<file path="src/hdl/bda_pkg.sv">
// Types, constants and the shift-add-3 step of the decimal text converter.
`default_nettype none

package bda_pkg;

    localparam int VALUE_WIDTH     = 64;
    localparam int ITERS_PER_STAGE = 4;
    localparam int NUM_STAGES      = (VALUE_WIDTH + ITERS_PER_STAGE - 1) / ITERS_PER_STAGE;
    localparam int BIN_W           = NUM_STAGES * ITERS_PER_STAGE;
    localparam int DIGITS          = 20;
    localparam int BCD_W           = DIGITS * 4;
    localparam int DIGIT_IDX_W     = $clog2(DIGITS);
    localparam int IN_W            = 64;
    localparam int CHAR_W          = 6;

    localparam logic [CHAR_W-1:0] ASCII_ZERO = 6'd48;

    typedef logic [IN_W-1:0]           value_t;
    typedef logic [CHAR_W-1:0]         char_t;
    typedef logic [DIGITS-1:0][3:0]    bcd_t;
    typedef logic [BIN_W-1:0]          bin_t;
    typedef logic [DIGIT_IDX_W-1:0]    digit_idx_t;

    typedef struct packed {
        bcd_t bcd;
        bin_t bin;
    } stage_t;

    // Several double-dabble iterations: adjust every digit of five or more,
    // then shift the binary MSB into the decimal field.
    function automatic stage_t dabble_step(stage_t s);
        stage_t         r;
        logic [BCD_W:0] tmp;
        r = s;
        for (int it = 0; it < ITERS_PER_STAGE; it++) begin
            for (int d = 0; d < DIGITS; d++) begin
                if (r.bcd[d] >= 4'd5) begin
                    r.bcd[d] = r.bcd[d] + 4'd3;
                end
            end
            tmp   = {r.bcd, r.bin[BIN_W-1]};
            r.bcd = tmp[BCD_W-1:0];
            r.bin = {r.bin[BIN_W-2:0], 1'b0};
        end
        return r;
    endfunction

endpackage

`default_nettype wire

</file>
<file path="src/hdl/bda_in_if.sv">
// Input channel carrying one binary value per beat.
`default_nettype none

interface bda_in_if;
    import bda_pkg::*;

    logic   valid;
    logic   ready;
    value_t value;

    modport source (output valid, output value, input ready);
    modport sink (input valid, input value, output ready);
endinterface

`default_nettype wire

</file>
<file path="src/hdl/bda_out_if.sv">
// Output channel carrying one ASCII digit per beat.
`default_nettype none

interface bda_out_if;
    import bda_pkg::*;

    logic  valid;
    logic  ready;
    char_t character;
    logic  last;

    modport source (output valid, output character, output last, input ready);
    modport sink (input valid, input character, input last, output ready);
endinterface

`default_nettype wire

</file>
<file path="src/hdl/binary_to_decimal_ascii.sv">
// Binary value in, decimal ASCII digits out, most significant digit first,
// without leading zeros; zero gives a single '0'. A value passes a 16-stage
// double-dabble pipeline (four shift-add-3 steps per stage) and then a
// serializer that sends one digit per beat, the final digit marked by last.
// The pipeline takes a value every cycle while the serializer keeps up;
// a value with n decimal digits (1 to 20) holds the serializer until all
// n of its digits have left, so the sustained rate is set by the single
// digit output.
`default_nettype none

module binary_to_decimal_ascii (
    input  wire logic  clk,
    input  wire logic  rst_n,
    bda_in_if.sink     din,
    bda_out_if.source  dout
);
    import bda_pkg::*;

    stage_t                  stage_reg [NUM_STAGES];
    stage_t                  stage_next [NUM_STAGES];
    logic [NUM_STAGES-1:0]   valid_reg;
    logic [NUM_STAGES-1:0]   valid_next;
    logic                    adv;

    logic                    ser_valid_reg;
    logic                    ser_valid_next;
    bcd_t                    ser_bcd_reg;
    bcd_t                    ser_bcd_next;
    digit_idx_t              ser_idx_reg;
    digit_idx_t              ser_idx_next;
    logic                    ser_ready;
    digit_idx_t              lead_idx;
    stage_t                  first_in;

    // The serializer can load when empty or when its final beat leaves now.
    assign ser_ready = !ser_valid_reg || (dout.ready && (ser_idx_reg == '0));
    assign adv       = ser_ready || !valid_reg[NUM_STAGES-1];
    assign din.ready = adv;

    assign first_in.bcd = '0;
    assign first_in.bin = BIN_W'(din.value[VALUE_WIDTH-1:0]);

    always_comb
    begin
        stage_next[0] = dabble_step(first_in);
        valid_next[0] = din.valid;
        for (int s = 1; s < NUM_STAGES; s++) begin
            stage_next[s] = dabble_step(stage_reg[s-1]);
            valid_next[s] = valid_reg[s-1];
        end
    end

    always_ff @(posedge clk or negedge rst_n)
    begin
        if (!rst_n) begin
            valid_reg <= '0;
        end else if (adv) begin
            valid_reg <= valid_next;
        end
    end

    always_ff @(posedge clk)
    begin
        if (adv) begin
            for (int s = 0; s < NUM_STAGES; s++) begin
                stage_reg[s] <= stage_next[s];
            end
        end
    end

    // Position of the most significant nonzero digit, zero for a zero value.
    always_comb
    begin
        lead_idx = '0;
        for (int d = 0; d < DIGITS; d++) begin
            if (stage_reg[NUM_STAGES-1].bcd[d] != 4'd0) begin
                lead_idx = DIGIT_IDX_W'(d);
            end
        end
    end

    always_comb
    begin
        ser_valid_next = ser_valid_reg;
        ser_bcd_next   = ser_bcd_reg;
        ser_idx_next   = ser_idx_reg;
        if (ser_ready) begin
            ser_valid_next = valid_reg[NUM_STAGES-1];
            ser_bcd_next   = stage_reg[NUM_STAGES-1].bcd;
            ser_idx_next   = lead_idx;
        end else if (dout.ready) begin
            ser_idx_next = ser_idx_reg - 1'b1;
        end
    end

    always_ff @(posedge clk or negedge rst_n)
    begin
        if (!rst_n) begin
            ser_valid_reg <= 1'b0;
            ser_idx_reg   <= '0;
        end else begin
            ser_valid_reg <= ser_valid_next;
            ser_idx_reg   <= ser_idx_next;
        end
    end

    always_ff @(posedge clk)
    begin
        ser_bcd_reg <= ser_bcd_next;
    end

    assign dout.valid     = ser_valid_reg;
    assign dout.character = ASCII_ZERO + {2'b00, ser_bcd_reg[ser_idx_reg]};
    assign dout.last      = (ser_idx_reg == '0);

endmodule

`default_nettype wire

</file>
<file path="src/flat_wrapper.sv">
// flat-port wrapper written by rule: the top's interface ports become plain ports
module binary_to_decimal_ascii_flat import bda_pkg::*;
  (clk, rst_n, din_valid, din_value, din_ready, dout_valid, dout_character, dout_last, dout_ready);
  bda_in_if din_i ();
  bda_out_if dout_i ();
  input  wire logic clk;
  input  wire logic rst_n;
  input wire logic [$bits(din_i.valid)-1:0] din_valid;
  input wire logic [$bits(din_i.value)-1:0] din_value;
  output wire logic [$bits(din_i.ready)-1:0] din_ready;
  output wire logic [$bits(dout_i.valid)-1:0] dout_valid;
  output wire logic [$bits(dout_i.character)-1:0] dout_character;
  output wire logic [$bits(dout_i.last)-1:0] dout_last;
  input wire logic [$bits(dout_i.ready)-1:0] dout_ready;
  assign din_i.valid = din_valid;
  assign din_i.value = din_value;
  assign din_ready = din_i.ready;
  assign dout_valid = dout_i.valid;
  assign dout_character = dout_i.character;
  assign dout_last = dout_i.last;
  assign dout_i.ready = dout_ready;
  binary_to_decimal_ascii u_core (.clk(clk), .rst_n(rst_n), .din(din_i), .dout(dout_i));
endmodule
</file>
<file path="config.mk">
export PLATFORM = sky130hd
export DESIGN_NAME = binary_to_decimal_ascii_flat
export DESIGN_NICKNAME = d
export VERILOG_FILES = /design/src/hdl/bda_pkg.sv /design/src/hdl/bda_in_if.sv /design/src/hdl/bda_out_if.sv /design/src/hdl/binary_to_decimal_ascii.sv /design/src/flat_wrapper.sv
export SDC_FILE = /design/constraint.sdc
export NUM_CORES = 2
export LEC_CHECK = 0
export BUFFER_PORTS_ARGS = -buffer_cell sky130_fd_sc_hd__buf_4
export CAP_MARGIN = 20
export CELL_PAD_IN_SITES_DETAIL_PLACEMENT = 0
export CELL_PAD_IN_SITES_GLOBAL_PLACEMENT = 1
export CORE_MARGIN = 4
export CORE_UTILIZATION = 30
export CTS_CLUSTER_DIAMETER = 150
export DETAILED_ROUTE_END_ITERATION = 10
export GPL_TIMING_DRIVEN = 0
export HOLD_SLACK_MARGIN = 0.12
export PLACE_DENSITY_LB_ADDON = 0.1
export SLEW_MARGIN = 10
export SYNTH_ARGS = -nofsm -noshare
export SYNTH_HDL_FRONTEND = slang
export SYNTH_SLANG_ARGS = --single-unit
export TNS_END_PERCENT = 30
</file>
<file path="constraint.sdc">
create_clock -name clk -period 73 [get_ports clk]
set_input_delay 14.6 -clock clk [delete_from_list [all_inputs] [get_ports clk]]
set_output_delay 14.6 -clock clk [all_outputs]
set_load 0.01 [all_outputs]
</file>
## After elaboration in Yosys (flattened, before gate mapping)

Memories as Yosys holds them, arrays and structs flattened.
Cells that the tools add are included.

- Register bits: 102
- Memory bits (writable): 2240
- Output and inout port bits: 9
- ROM bits: 0
- Input bits: 68
- Word-level logic and storage cells: 3696
- Memories kept: 1
- Latch bits: 0

- Divide/modulo/power cells: 0
- Mux-type cells: 1231
- Equal/unequal tests: 0
- Bitwise gates (word level): 0
- Reductions and logical operators: 26
- Magnitude comparators: 1207
- $add $sub $neg: 1208
- Shift-type cells: 0
- Multiply operators: 0

Memory list:

| name | depth | bits a word | read ports | clocked after memory_dff | write ports | RTL line | source |
|---|---|---|---|---|---|---|---|
| u_core.stage_reg | 16 | 140 | 16 | 0 | 16 | binary_to_decimal_ascii.sv:19 | `stage_t stage_reg [NUM_STAGES];` |

Operators with widths:

| kind | number |
|---|---|
| 4-bit by 3-bit greater-or-equal comparator with 1-bit output (second input constant) | 1203 |
| 4-bit two-way mux | 1152 |
| 4-bit by 2-bit adder with 4-bit output (second input constant) | 1143 |
| 3-bit two-way mux | 67 |
| 3-bit by 2-bit adder with 3-bit output (second input constant) | 60 |
| 4-bit nonzero test | 19 |
| 5-bit two-way mux | 6 |
| 4-bit binary-select mux with 5-bit select | 1 |
| 1-bit by 2-bit adder with 3-bit output (both inputs constant) | 2 |
| 5-bit by 5-bit adder with 6-bit output (first input constant) | 1 |
| 1-bit by 3-bit greater-or-equal comparator with 1-bit output (both inputs constant) | 2 |
| 5-bit by 6-bit less-than comparator with 1-bit output (second input constant) | 1 |
| 5-bit logical NOT | 1 |
| 5-bit by 1-bit subtractor with 5-bit output (second input constant) | 1 |
| 2-bit two-way mux | 2 |
| 1-bit by 2-bit adder with 3-bit output (second input constant) | 1 |
| 1-bit by 3-bit greater-or-equal comparator with 1-bit output (second input constant) | 1 |
| 1-bit two-way mux | 3 |
| 1-bit logical NOT | 2 |
| 1-bit logical OR | 2 |
| 2-bit nonzero test | 1 |
| 1-bit logical AND | 1 |

## Longest topological paths before layout

An unclocked memory read counts as a cell.

- Depth in word-level cells: 22
- Mapped depth: 22
- Gate-level depth less buffers: 22

## Least setup slack after synthesis

No wires, ideal clock.

- Path type: input to output
- From: in dout_ready
- To: out din_ready
- Stages: 4
- Path buffers: 1
- Required time: 58.400 ns
- Path slack: 11.089 ns
- Arrival time: 47.311 ns
- Cell sequence: nand2_1 and2_1 nand2_1 clkbuf_1

- Word-level cells in the longest chain between the ends: 3

Ends and longest elaborated chain:

| element | RTL line | source |
|---|---|---|
| start: declaration | flat_wrapper.sv:14 | `input wire logic [$bits(dout_i.ready)-1:0] dout_ready;` |
| 1-bit logical AND | binary_to_decimal_ascii.sv:36 | `assign ser_ready = !ser_valid_reg \|\| (dout.ready && (ser_idx_reg == '0));` |
| 1-bit logical OR | binary_to_decimal_ascii.sv:36 |  |
| 1-bit logical OR | binary_to_decimal_ascii.sv:37 | `assign adv = ser_ready \|\| !valid_reg[NUM_STAGES-1];` |
| end: declaration | flat_wrapper.sv:10 | `output wire logic [$bits(din_i.ready)-1:0] din_ready;` |

Every way passes these cells.

## Worst setup path after layout

Same ends and word-level chain as after synthesis.

==> impl_metrics.tcl <==
set metrics [dict create \
    die_x_um 618.6 \
    comb_power_share_pct 60.7 \
    synthCells 11940 \
    die_h_um 618.6 \
    drt-met1-wl_um 102400 \
    finalClockSkew_ns 0.07191 \
    route.detailed.drc 0 \
    power_density_mw_per_mm2 40.69 \
    p_total_mw 5.082 \
    setup_viol 0 \
    synth_warnings 0 \
    postCtsResizedCells 0 \
    grt_pass1_vias 85010 \
    arrival_ns 18.12 \
    min_period_over_period_pct 44.82 \
    die_area_mm2 0.3827 \
    grt_pass1_wl_um 388200 \
    root_buffer "clkbuf_16" \
    cts_buffer_depth 4 \
    crit_path_start_kind "primary input" \
    regArea_mm2 0.03869 \
    crit_required_ns 58.40 \
    antenna_left 0 \
    ir_drop_uv 18.87 \
    cts_setup_buffers 0 \
    grt_antenna_before_repair 2 \
    placed_area_mm2 0.1193 \
    wl_met2_um 112300 \
    criticalPathCategory "primary input to output pin" \
    routed_wl_um 225300 \
    holdBufCountCts 0 \
    max_slew_margin_pct 30.88 \
    initial_utilization_pct 30.21 \
    clockPowerShare_pct 16.7 \
    drtIter0Drc 3674 \
    mostFrequentLayoutCells "edfxtp_1, inv_1, ha_1" \
    cts_buffers 177 \
    async_reset_ff_share_pct 1.703 \
    power.switching_mw 2.142 \
    gp_congestion 0.7691 \
    grt-ovfl-total 0 \
    clock-sinks 1292 \
    placementRows 223 \
    dp_hpwl_um 172300 \
    multiInputGateArea_mm2 0.06844 \
    syn_area_per_cell_um2 9.366 \
    numPortBuffers 74 \
    outcome "completed" \
    dr_wl_met3_um 5344 \
    drv_cap 0 \
    synth_edf_count 1270 \
    largest_reg_flops 1190 \
    period_needed_ns 32.72 \
    fin_nets 13290 \
    ys_ff_latch 1292 \
    htreeDepth 4 \
    cts_tree "done" \
    dpl_worst_slack_ns 40.14 \
    rsz0062_at_grt "no" \
    top_layer_used "met4" \
    synthFlopType "edfxtp_1" \
    tightest_slew_ns 1.037 \
    core-area_mm2 0.3703 \
    final_core_util_pct 33.74 \
    yosysUniqueCellTypes 128 \
    grt_max_degree 63 \
    routed_wire_length_per_instance_um 13.02 \
    setup_ws_ns 40.28 \
    p_int_mw 2.940 \
    area_delta_synth_final_pct 11.68 \
    slew_viol_final 0 \
    io_pins 77 \
    fillers 37420 \
    clock.fmax_ghz 0.03056 \
    drive_gt1_share_pct 9.370 \
    hold_path.class "flop to flop" \
    vias 86350 \
    grt_use_total_pct 11.38 \
    hold_viol_final 0 \
    ys_seq_area_share_pct 34.59 \
    final_common_cell "edfxtp_1" \
    switching_share_pct 42.15 \
    syn-cell-area_mm2 0.1118 \
    cp_max_fo 48 \
    static-leakage-power_nw 50.38 \
    cp-end-kind "output pin" \
    fin_tns_setup_ns 0 \
    p_seq_share_pct 22.5 \
    clk_pin_slew_worst_paths_ns 0.05 \
    via_per_inst 4.988 \
    worst_skew_pair.late_latency_ns 0.86 \
    final_cell_area_mm2 0.1249 \
    drt-pass1-iter-count 5 \
]
## power by group through the flow
stage	clock [mW]	combinational (mW)	sequential, mW
after floorplan	0	2.49	1.28
final	0.851	3.09	1.15
after global placement	0	2.98	1.36
after detailed placement	0	3.10	1.16
after global routing	0.927	3.53	1.16
after CTS	0.899	3.12	1.15
## critical path: stages
cell	delay [ns]
buf_4	0.09
nand2_1	0.04
and2_1	0.24
nand2_1	0.29
clkbuf_4	0.47
buf_16	0.28
buf_16	0.28
buf_16	0.29
buf_16	0.28
buf_12	0.25
buf_16	0.27
buf_16	0.31
buf_4	0.18
## cell type report
class | instances | area share [%]
Buffer | 54 | 0.2154
Inverter | 1187 | 3.570
Clock inverter | 103 | 0.7873
Tap cell | 4950 | 4.958
Antenna cell | 1 | 0.002003
Clock buffer | 212 | 3.719
Multi-Input combinational cell | 9410 | 54.79
Sequential cell | 1292 | 30.97
Timing Repair Buffer | 101 | 0.9856
## synth_stat cells, types with 129 or more instances
master / instances / share of area, %
edfxtp_1: 1270 / 34
inv_1: 1167 / 3.9
ha_1: 999 / 11
nand2_1: 847 / 2.8
o21ai_0: 839 / 3.8
a21oi_1: 766 / 3.4
nor2_1: 684 / 2.3
mux2i_1: 518 / 4.6
nand2b_1: 438 / 2.4
xnor2_1: 317 / 2.5
mux2_2: 315 / 3.2
nor3_1: 247 / 1.1
a211oi_1: 239 / 1.6
nor2b_1: 203 / 1.1
o21a_1: 190 / 1.3
a21o_1: 188 / 1.3
a31oi_1: 150 / 0.84
o211ai_1: 141 / 0.95
nor3b_1: 134 / 0.90
o21ai_1: 129 / 0.58
## logic make-up after synthesis
group / Yosys count / synth area share, %
buffers and inverters: 1241 / 4.222
XOR/XNOR: 407 / 3.348
adder cells (fa/ha/maj): 999 / 11.18
AND/OR/NAND/NOR: 3271 / 14.96
flip-flops: 1292 / 34.59
other: 1 / 0.003353
multiplexers: 881 / 8.580
AO/OA/AOI/OAI: 3850 / 23.12
## per-layer routing
layer | vias to the layer above | GRT usage, %
met5 | - | 0
met1 | 40430 | 13.61
met3 | 275 | 1.436
li1 | 45100 | -
met2 | 547 | 21.28
met4 | 0 | 2.958
## through the flow
stage / hold WS, ns / std cells
global route: 0.3886 / 17310
CTS: 0.3882 / 17310
finish: 0.4002 / 17310
floorplan: 0.4003 / 11940
global placement: 0.4001 / 16970
detailed placement: 0.4045 / 16990
## path summary, 6_finish.rpt
check | from | to | slack (ns) | depth (start not counted)
setup / recovery | dout_ready | din_ready | 40.28 | 13
hold / removal | u_core.stage_reg[0][1019] | u_core.stage_reg[1][43] | 0.40 | 0
setup reg to reg | u_core.ser_idx_reg[0] | u_core.stage_reg[0][340] | 66.83 | 18
hold reg to reg | u_core.stage_reg[0][1019] | u_core.stage_reg[1][43] | 0.40 | 0
max in group asynchronous | rst_n | u_core.valid_reg[4] | 59.13 | 1
min in group asynchronous | rst_n | u_core.dout.valid | 13.63 | 1
(Power assumes the default switching activity.)
